===== src/hdl/icd_pkg.sv =====
// Shared types, constants and helpers of the interleaved channel demux.
// No dependencies; used by every module of the block.
package icd_pkg;

    localparam int CH_W        = 3;
    localparam int NUM_W       = 4;
    localparam int MAX_CH      = 8;
    localparam int POS_W       = 12;
    localparam int BYTE_W      = 8;
    localparam int MAP_W       = 24;
    localparam int CFG_DATA_W  = 24;
    localparam int CFG_IDX_W   = 2;
    localparam int IN_DATA_W   = 8;
    localparam int IN_USER_W   = 2;
    localparam int OUT_DATA_W  = 24;
    localparam int QUEUE_DEPTH = 4;
    localparam int BLOCK_BYTES_DEFAULT = 4096;

    localparam logic [NUM_W-1:0]  NUM_CHANNELS_RESET = 4'd2;
    localparam logic [MAP_W-1:0]  CHANNEL_MAP_RESET  = 24'd16434824;
    localparam logic [BYTE_W-1:0] IDLE_VALUE_RESET   = 8'd105;
    localparam logic              PAD_TO_BLOCK_RESET = 1'b1;

    typedef enum logic [CFG_IDX_W-1:0] {
        REG_NUM_CHANNELS = 2'd0,
        REG_CHANNEL_MAP  = 2'd1,
        REG_IDLE_VALUE   = 2'd2,
        REG_PAD_TO_BLOCK = 2'd3
    } cfg_idx_t;

    typedef enum logic {
        OP_DATA = 1'b0,
        OP_PAD  = 1'b1
    } op_t;

    typedef struct packed {
        logic [NUM_W-1:0]  num_channels;
        logic [MAP_W-1:0]  channel_map;
        logic [BYTE_W-1:0] idle_value;
        logic              pad_to_block;
    } cfg_t;

    // One queued job: a single data result, or a pad run over mapped sources.
    typedef struct packed {
        logic              is_pad;
        logic [CH_W-1:0]   chan;
        logic [POS_W-1:0]  pos;
        logic [BYTE_W-1:0] value;
        logic [MAX_CH-1:0] mask;
    } cmd_t;

    typedef struct packed {
        logic [BYTE_W-1:0] value;
        logic [POS_W-1:0]  pos;
        logic [CH_W-1:0]   chan;
    } res_t;

    // Effective channel count: 0 acts as 1, above 8 acts as 8.
    function automatic logic [NUM_W-1:0] chan_count(input logic [NUM_W-1:0] num);
        logic [NUM_W-1:0] n;
        begin
            n = num;
            if (num == '0)
            begin
                n = NUM_W'(1);
            end
            else if (num > NUM_W'(MAX_CH))
            begin
                n = NUM_W'(MAX_CH);
            end
            return n;
        end
    endfunction

    function automatic logic [CH_W-1:0] dest_of(input logic [MAP_W-1:0] map,
                                                input logic [CH_W-1:0] k);
        return map[k*CH_W +: CH_W];
    endfunction

endpackage


===== src/hdl/icd_front.sv =====
// Front end: takes input transfers, tracks source channel and frame position,
// and turns each accepted item that yields output into a queued job. Depends on icd_pkg.
module icd_front #(
    parameter int BLOCK_BYTES = icd_pkg::BLOCK_BYTES_DEFAULT
) (
    input  logic                           clk,
    input  logic                           rst_n,
    input  icd_pkg::cfg_t                  cfg,
    input  logic                           in_valid,
    output logic                           in_ready,
    input  logic [icd_pkg::BYTE_W-1:0]     in_byte,
    input  logic                           in_op,
    input  logic                           in_first,
    input  logic                           queue_full,
    output logic                           push,
    output icd_pkg::cmd_t                  push_cmd
);

    localparam int FP_W = $clog2(BLOCK_BYTES + 1);

    logic [icd_pkg::CH_W-1:0]   sc_reg, sc_next;
    logic [FP_W-1:0]            fp_reg, fp_next;
    logic [icd_pkg::NUM_W-1:0]  n;
    logic [icd_pkg::CH_W-1:0]   sc;
    logic [FP_W-1:0]            fp;
    logic [icd_pkg::NUM_W-1:0]  sc_inc;
    logic [icd_pkg::CH_W-1:0]   dest;
    logic [icd_pkg::MAX_CH-1:0] pad_mask;
    logic                       block_full;
    logic                       accept;

    assign in_ready = !queue_full;
    assign accept   = in_valid && in_ready;
    assign n        = icd_pkg::chan_count(cfg.num_channels);

    always_comb
    begin
        sc = in_first ? '0 : sc_reg;
        fp = in_first ? '0 : fp_reg;
        if ({1'b0, sc} >= n)
        begin
            sc = '0;
        end
    end

    assign block_full = (fp >= FP_W'(BLOCK_BYTES));
    assign sc_inc     = {1'b0, sc} + icd_pkg::NUM_W'(1);
    assign dest       = icd_pkg::dest_of(cfg.channel_map, sc);

    always_comb
    begin
        for (int k = 0; k < icd_pkg::MAX_CH; k++)
        begin
            pad_mask[k] = (icd_pkg::NUM_W'(k) < n) &&
                ({1'b0, icd_pkg::dest_of(cfg.channel_map, icd_pkg::CH_W'(k))} < n);
        end
    end

    always_comb
    begin
        sc_next         = sc_reg;
        fp_next         = fp_reg;
        push            = 1'b0;
        push_cmd.is_pad = 1'b0;
        push_cmd.chan   = dest;
        push_cmd.pos    = icd_pkg::POS_W'(fp);
        push_cmd.value  = in_byte;
        push_cmd.mask   = pad_mask;
        if (accept)
        begin
            // first and the channel wrap take effect even when nothing is emitted
            sc_next = sc;
            fp_next = fp;
            if (!block_full)
            begin
                if (in_op == icd_pkg::OP_DATA)
                begin
                    push = ({1'b0, dest} < n);
                    if (sc_inc >= n)
                    begin
                        sc_next = '0;
                        fp_next = fp + FP_W'(1);
                    end
                    else
                    begin
                        sc_next = sc_inc[icd_pkg::CH_W-1:0];
                    end
                end
                else if (cfg.pad_to_block)
                begin
                    push_cmd.is_pad = 1'b1;
                    push            = (pad_mask != '0);
                    sc_next         = '0;
                    fp_next         = fp + FP_W'(1);
                end
            end
        end
    end

    always_ff @(posedge clk or negedge rst_n)
    begin
        if (!rst_n)
        begin
            sc_reg <= '0;
            fp_reg <= '0;
        end
        else
        begin
            sc_reg <= sc_next;
            fp_reg <= fp_next;
        end
    end

endmodule


===== src/hdl/icd_queue.sv =====
// Short job queue between front end and back end, flip-flop storage.
// Depends on icd_pkg.
module icd_queue (
    input  logic          clk,
    input  logic          rst_n,
    input  logic          push,
    input  icd_pkg::cmd_t push_cmd,
    output logic          full,
    output logic          head_valid,
    output icd_pkg::cmd_t head_cmd,
    input  logic          pop
);

    localparam int PTR_W = $clog2(icd_pkg::QUEUE_DEPTH);

    icd_pkg::cmd_t    slot_reg [icd_pkg::QUEUE_DEPTH];
    logic [PTR_W-1:0] wr_ptr_reg, wr_ptr_next;
    logic [PTR_W-1:0] rd_ptr_reg, rd_ptr_next;
    logic [PTR_W:0]   count_reg, count_next;

    assign full       = (count_reg == (PTR_W+1)'(icd_pkg::QUEUE_DEPTH));
    assign head_valid = (count_reg != '0);
    assign head_cmd   = slot_reg[rd_ptr_reg];

    always_comb
    begin
        wr_ptr_next = push ? wr_ptr_reg + PTR_W'(1) : wr_ptr_reg;
        rd_ptr_next = pop ? rd_ptr_reg + PTR_W'(1) : rd_ptr_reg;
        count_next  = count_reg + (PTR_W+1)'(push) - (PTR_W+1)'(pop);
    end

    always_ff @(posedge clk)
    begin
        if (push)
        begin
            slot_reg[wr_ptr_reg] <= push_cmd;
        end
    end

    always_ff @(posedge clk or negedge rst_n)
    begin
        if (!rst_n)
        begin
            wr_ptr_reg <= '0;
            rd_ptr_reg <= '0;
            count_reg  <= '0;
        end
        else
        begin
            wr_ptr_reg <= wr_ptr_next;
            rd_ptr_reg <= rd_ptr_next;
            count_reg  <= count_next;
        end
    end

endmodule


===== src/hdl/icd_back.sv =====
// Back end (uses icd_pkg): expands queued jobs into output-register results,
// one per cycle unless stalled. Pad runs walk the source mask lowest bit first.
module icd_back (
    input  logic                       clk,
    input  logic                       rst_n,
    input  icd_pkg::cfg_t              cfg,
    input  logic                       head_valid,
    input  icd_pkg::cmd_t              head_cmd,
    output logic                       pop,
    output logic                       out_valid,
    input  logic                       out_ready,
    output icd_pkg::res_t              out_res,
    output logic                       out_last
);

    logic                       busy_reg, busy_next;
    logic [icd_pkg::MAX_CH-1:0] rem_reg, rem_next;
    logic                       valid_reg, valid_next;
    icd_pkg::res_t              res_reg, res_next;
    logic                       last_reg, last_next;
    logic [icd_pkg::MAX_CH-1:0] mask;
    logic [icd_pkg::MAX_CH-1:0] rest;
    logic [icd_pkg::CH_W-1:0]   low_k;
    logic                       load;

    assign load = head_valid && (!valid_reg || out_ready);
    assign mask = busy_reg ? rem_reg : head_cmd.mask;

    always_comb
    begin
        low_k = '0;
        for (int k = icd_pkg::MAX_CH - 1; k >= 0; k--)
        begin
            if (mask[k])
            begin
                low_k = icd_pkg::CH_W'(k);
            end
        end
    end

    assign rest = mask & ~(icd_pkg::MAX_CH'(1) << low_k);

    always_comb
    begin
        busy_next  = busy_reg;
        rem_next   = rem_reg;
        res_next   = res_reg;
        last_next  = last_reg;
        pop        = 1'b0;
        valid_next = valid_reg && !out_ready;
        if (load)
        begin
            valid_next   = 1'b1;
            res_next.pos = head_cmd.pos;
            if (head_cmd.is_pad)
            begin
                res_next.chan  = icd_pkg::dest_of(cfg.channel_map, low_k);
                res_next.value = cfg.idle_value;
                last_next      = (rest == '0);
                pop            = (rest == '0);
                busy_next      = (rest != '0);
                rem_next       = rest;
            end
            else
            begin
                res_next.chan  = head_cmd.chan;
                res_next.value = head_cmd.value;
                last_next      = 1'b1;
                pop            = 1'b1;
            end
        end
    end

    always_ff @(posedge clk)
    begin
        res_reg  <= res_next;
        last_reg <= last_next;
        rem_reg  <= rem_next;
    end

    always_ff @(posedge clk or negedge rst_n)
    begin
        if (!rst_n)
        begin
            valid_reg <= 1'b0;
            busy_reg  <= 1'b0;
        end
        else
        begin
            valid_reg <= valid_next;
            busy_reg  <= busy_next;
        end
    end

    assign out_valid = valid_reg;
    assign out_res   = res_reg;
    assign out_last  = last_reg;

endmodule


===== src/hdl/interleaved_channel_demux_unit.sv =====
// Interleaved channel demux, top level.
// Input stream: one frame-interleaved byte or pad command per transfer.
//   s_axis_tdata carries the byte, s_axis_tuser the op and first flags.
// Output stream: one (channel, position, value) result per transfer, tlast on
//   a data result and on the final result of a pad run.
// Config channel: cfg_valid/cfg_ready with cfg_index and cfg_data; always
//   ready. The user must write it only while the block is idle; not enforced.
// Throughput: one input transfer per clock while the job queue has room.
//   A data byte gives at most one result, a pad item up to the effective
//   channel count of results, emitted one per clock by the back end unless stalled.
// Path: with the queue empty, a result reaches m_axis through the queue
//   storage (written at the transfer edge) and then the output register.
// Reset clears counters, queue and output register, and loads the register
//   defaults (2 channels, idle byte 0x69, padding on). No reset sweep.
// When the receiver stalls, the result holds in the output register, the
//   queue fills, and s_axis_tready drops once four jobs wait.
// Depends on icd_pkg, icd_front, icd_queue, icd_back.
module interleaved_channel_demux_unit #(
    parameter int BLOCK_BYTES = icd_pkg::BLOCK_BYTES_DEFAULT
) (
    input  logic                              clk,
    input  logic                              rst_n,
    input  logic                              s_axis_tvalid,
    output logic                              s_axis_tready,
    input  logic [icd_pkg::IN_DATA_W-1:0]     s_axis_tdata,  // [7:0] data_byte
    input  logic [icd_pkg::IN_USER_W-1:0]     s_axis_tuser,  // [0] op, [1] first
    output logic                              m_axis_tvalid,
    input  logic                              m_axis_tready,
    output logic [icd_pkg::OUT_DATA_W-1:0]    m_axis_tdata,  // [2:0] channel,
                                                             // [14:3] position,
                                                             // [22:15] value, [23] 0
    output logic                              m_axis_tlast,  // last
    input  logic                              cfg_valid,
    output logic                              cfg_ready,
    input  logic [icd_pkg::CFG_IDX_W-1:0]     cfg_index,
    input  logic [icd_pkg::CFG_DATA_W-1:0]    cfg_data
);

    icd_pkg::cfg_t cfg_reg, cfg_next;
    logic          push;
    icd_pkg::cmd_t push_cmd;
    logic          queue_full;
    logic          head_valid;
    icd_pkg::cmd_t head_cmd;
    logic          pop;
    icd_pkg::res_t res;

    assign cfg_ready = 1'b1;

    always_comb
    begin
        cfg_next = cfg_reg;
        if (cfg_valid && cfg_ready)
        begin
            unique case (icd_pkg::cfg_idx_t'(cfg_index))
                icd_pkg::REG_NUM_CHANNELS:
                    cfg_next.num_channels = cfg_data[icd_pkg::NUM_W-1:0];
                icd_pkg::REG_CHANNEL_MAP:
                    cfg_next.channel_map  = cfg_data[icd_pkg::MAP_W-1:0];
                icd_pkg::REG_IDLE_VALUE:
                    cfg_next.idle_value   = cfg_data[icd_pkg::BYTE_W-1:0];
                icd_pkg::REG_PAD_TO_BLOCK:
                    cfg_next.pad_to_block = cfg_data[0];
                default:
                    cfg_next = cfg_reg;
            endcase
        end
    end

    always_ff @(posedge clk or negedge rst_n)
    begin
        if (!rst_n)
        begin
            cfg_reg.num_channels <= icd_pkg::NUM_CHANNELS_RESET;
            cfg_reg.channel_map  <= icd_pkg::CHANNEL_MAP_RESET;
            cfg_reg.idle_value   <= icd_pkg::IDLE_VALUE_RESET;
            cfg_reg.pad_to_block <= icd_pkg::PAD_TO_BLOCK_RESET;
        end
        else
        begin
            cfg_reg <= cfg_next;
        end
    end

    icd_front #(
        .BLOCK_BYTES (BLOCK_BYTES)
    ) u_front (
        .clk        (clk),
        .rst_n      (rst_n),
        .cfg        (cfg_reg),
        .in_valid   (s_axis_tvalid),
        .in_ready   (s_axis_tready),
        .in_byte    (s_axis_tdata),
        .in_op      (s_axis_tuser[0]),
        .in_first   (s_axis_tuser[1]),
        .queue_full (queue_full),
        .push       (push),
        .push_cmd   (push_cmd)
    );

    icd_queue u_queue (
        .clk        (clk),
        .rst_n      (rst_n),
        .push       (push),
        .push_cmd   (push_cmd),
        .full       (queue_full),
        .head_valid (head_valid),
        .head_cmd   (head_cmd),
        .pop        (pop)
    );

    icd_back u_back (
        .clk        (clk),
        .rst_n      (rst_n),
        .cfg        (cfg_reg),
        .head_valid (head_valid),
        .head_cmd   (head_cmd),
        .pop        (pop),
        .out_valid  (m_axis_tvalid),
        .out_ready  (m_axis_tready),
        .out_res    (res),
        .out_last   (m_axis_tlast)
    );

    assign m_axis_tdata = {1'b0, res.value, res.pos, res.chan};

endmodule


===== config.mk =====
export PLATFORM = sky130hd
export DESIGN_NAME = interleaved_channel_demux_unit
export DESIGN_NICKNAME = d
export VERILOG_FILES = /design/src/hdl/icd_pkg.sv /design/src/hdl/icd_front.sv /design/src/hdl/icd_queue.sv /design/src/hdl/icd_back.sv /design/src/hdl/interleaved_channel_demux_unit.sv
export SDC_FILE = /design/constraint.sdc
export NUM_CORES = 1
export LEC_CHECK = 0
export ABC_AREA = 1
export BUFFER_PORTS_ARGS = -buffer_cell sky130_fd_sc_hd__buf_4
export CORE_MARGIN = 3
export CORE_UTILIZATION = 61
export DETAILED_ROUTE_END_ITERATION = 16
export MAX_ROUTING_LAYER = met4
export PLACE_DENSITY = 0.85
export SLEW_MARGIN = 0
export SYNTH_ARGS = -nofsm -noshare
export SYNTH_HDL_FRONTEND = slang
export SYNTH_SLANG_ARGS = --single-unit

===== constraint.sdc =====
create_clock -name clk -period 7.15 [get_ports clk]
set_clock_uncertainty 0.05 [all_clocks]
set_input_delay 1.0725 -clock clk [delete_from_list [all_inputs] [get_ports clk]]
set_output_delay 1.0725 -clock clk [all_outputs]
set_load 0.05 [all_outputs]

==> flow_summary.toml <==
[worst_hold_path]
holdPathEnd = "u_front.fp_reg[4]$_DFFE_PN0P_"
hold_path.class = "flop to flop"
hold_path_startpoint = "u_front.fp_reg[4]$_DFFE_PN0P_"
hold_depth = 1

[cells_and_area]
largest_register_ffs = 128
layout.nets = 1129
area_growth_syn_to_layout_pct = 14.3
diodes = 0
drive_above_1_share = 0.163

[place]
gp_congestion = 0.956
place_hpwl_um = 15300
io_buffers = 66
post-place-ws_ps = 1450

[cts]
clockBufferDepth = 3
cts.sinks = 222
htreeDepth = 1
numCtsBuffers = 22
cts_tree = "yes"
clock_latency_ps = 500
clk_pin_slew_ps = 60
ctsHoldBuffers = 0
post_cts_buffers = 0
ctsResizeCount = 0
ctsRootBufferMaster = "clkbuf_16"

[power]
power.leakage_nw = 4.88
power.density_nw_per_um2 = 438
max-vdd-ir-drop_mv = 0.243

[outcome]
status = "completed"

[synthesis]
synthTopCellsByCount = "nand2_1, edfxtp_1, nor2_1, inv_1, o21ai_0"
synth-seq-cells = 222
synth_top_area_cell = "edfxtp_1"
avgSynthCellArea_um2 = 10.3
ys_seq_area_frac = 0.620
synth_area_leaders = "edfxtp_1, dfrtp_1, nand2_1, nor2_1, dfstp_2"
synth.most_common_cell = "nand2_1"
ys_types = 47
ys_warn_count = 0
synth_cells = 995
synth_edf_count = 160
synth-async-reset-ratio = 0.279
synth.top_cell.area_share = 0.467
synth_flop_cell = "edfxtp_1"
syn-cell-area_um2 = 10300

[global_route]
grtUsageTotal = 0.275
antenna_found_initial = 0
grt_overflow = 0
first_global_vias = 7286
grt_start_max_net_pins = 67
grt_pass1_wl_um = 38100

[sta]
slew_headroom = 0.253
rsz0062_at_grt = "no"
tns_ps = 0
maxSlewViolCount = 0
period_share = 0.756
max_freq_ghz = 0.185
worst_pin_slew_ps = 1120
fin_crit_ps = 5400
setup_slack_ps = 1750
setup_viol = 0
hold_violations = 0

[critical_path]
crit_path_end_kind = "flop"
crit_arrival_ps = 5540
r2r_start = "cfg_reg[36]$_DFFE_PN0P_"
worst-endpoint-required_ps = 7290
r2r_setup_slack_ps = 1750
cp_max_fo = 18
cp-start-kind = "flop"
ff2ff_path_depth = 19
critPathKind = "flop to flop"
r2r-end = "u_queue.slot_reg[3][23]$_DFFE_PP_"

[detailed_routing]
initialDrtViolationCount = 808
routed_wirelength_um = 24000
vias = 7491
vias_per_cell = 5.82
ant_nets = 0
drc = 0
wire_per_inst_um = 18.7
firstDrtPassIters = 7

[floorplanning]
die_x_um = 136
die_h_um = 136
num_io_pins = 69
coreArea_um2 = 16200
rows = 46
initial_core_util = 0.636
die_area_um2 = 18500

[job]
cap_viol_max_count = 0
[kinds of logic after synthesis]
group | after synthesis | synth area share
AND/OR/NAND/NOR | 395 | 0.163
flip-flops | 222 | 0.620
AO/OA/AOI/OAI | 167 | 0.0922
buffers and inverters | 152 | 0.0600
adder cells (fa/ha/maj) | 32 | 0.0397
XOR/XNOR | 13 | 0.0111
multiplexers | 12 | 0.0131
other | 2 | 0.000730
[per-stage QoR]
| step | cells | area (um^2) | utilization | hold WS (ps) | power [mW] |
|---|---|---|---|---|---|
| after floorplan | 996 | 10300 | - | 396 | 3.33 |
| after global placement | 1248 | 11000 | 0.678 | 411 | 3.79 |
| after detailed placement | 1248 | 11000 | 0.678 | 424 | 3.86 |
| after CTS | 1288 | 11800 | 0.727 | 437 | 5.13 |
| after global routing | 1288 | 11800 | 0.727 | 454 | 5.44 |
| final | 1288 | 11800 | 0.727 | 437 | 5.14 |
[per-layer routing]
layer	routed length, um	global-route usage	vias to the layer above	share of wire
li1	-	-	3478	-
met1	9070	0.359	3521	0.38
met2	11700	0.438	413	0.49
met3	2410	0.0529	79	0.10
met4	828	0.0985	0	0.034
met5	0	-	-	0
[where the power goes]
| group | leakage [nW] | switching [mW] | internal, mW |
|---|---|---|---|
| clock | 0.382 | 0.466 | 0.781 |
| sequential | 2.21 | 0.132 | 1.76 |
| combinational | 2.29 | 1.43 | 0.573 |
[layout make-up]
type                       count  area (um^2)
sequential                   222         6380
timing repair buffer          73          561
inverter                     115          434
clock inverter                 8          174
multi-input combinational    622         3310
fill                        1051         4420
clock buffer                  32          618
tap                          216          270
[placed cells by master (no fill, tap or decap), drive strengths merged, types with 4 or more instances in the layout]
cell type  netlist  layout
nand2          192     192
edfxtp         160     160
nor2           136     136
inv            115     115
o21ai          104     104
buf             12      73
dfrtp           44      44
nand3           43      43
clkbuf          25      32
ha              31      31
a21oi           21      21
dfstp           18      18
o22ai           16      16
mux2            12      12
xor2             9       9
nor3             9       9
a31oi            8       8
nand4            8       8
a221oi           5       5
bufinv           0       5
xnor2            4       4
nor4             4       4
[how the worst max path moves through the flow]
stage / startpoint / slack (ps) / to
floorplan: s_axis_tuser[1] / 1520 / u_queue.slot_reg[0][0]$_DFFE_PP_
global placement: s_axis_tuser[1] / 1640 / u_queue.slot_reg[3][13]$_DFFE_PP_
detailed placement: s_axis_tuser[1] / 1450 / u_queue.slot_reg[0][3]$_DFFE_PP_
CTS: s_axis_tuser[1] / 1930 / u_queue.slot_reg[3][27]$_DFFE_PP_
global route: cfg_reg[36]$_DFFE_PN0P_ / 1390 / u_queue.slot_reg[3][18]$_DFFE_PP_
finish: cfg_reg[36]$_DFFE_PN0P_ / 1750 / u_queue.slot_reg[3][23]$_DFFE_PP_
[critical path: stages, from the launching register on]
cell,delay (ps)
dfrtp_1,530
inv_2,270
nand2_1,340
ha_1,400
inv_1,60
nor2_1,30
nand2_1,140
nand2_1,80
nor3_2,430
a221oi_1,120
o31ai_1,620
ha_1,350
inv_1,50
nor2_1,30
nand2_1,80
nand3_1,60
nand2_1,100
nand2_1,190
nor2_2,710
buf_4,410
No activity file was read; power rests on OpenSTA's default activity.
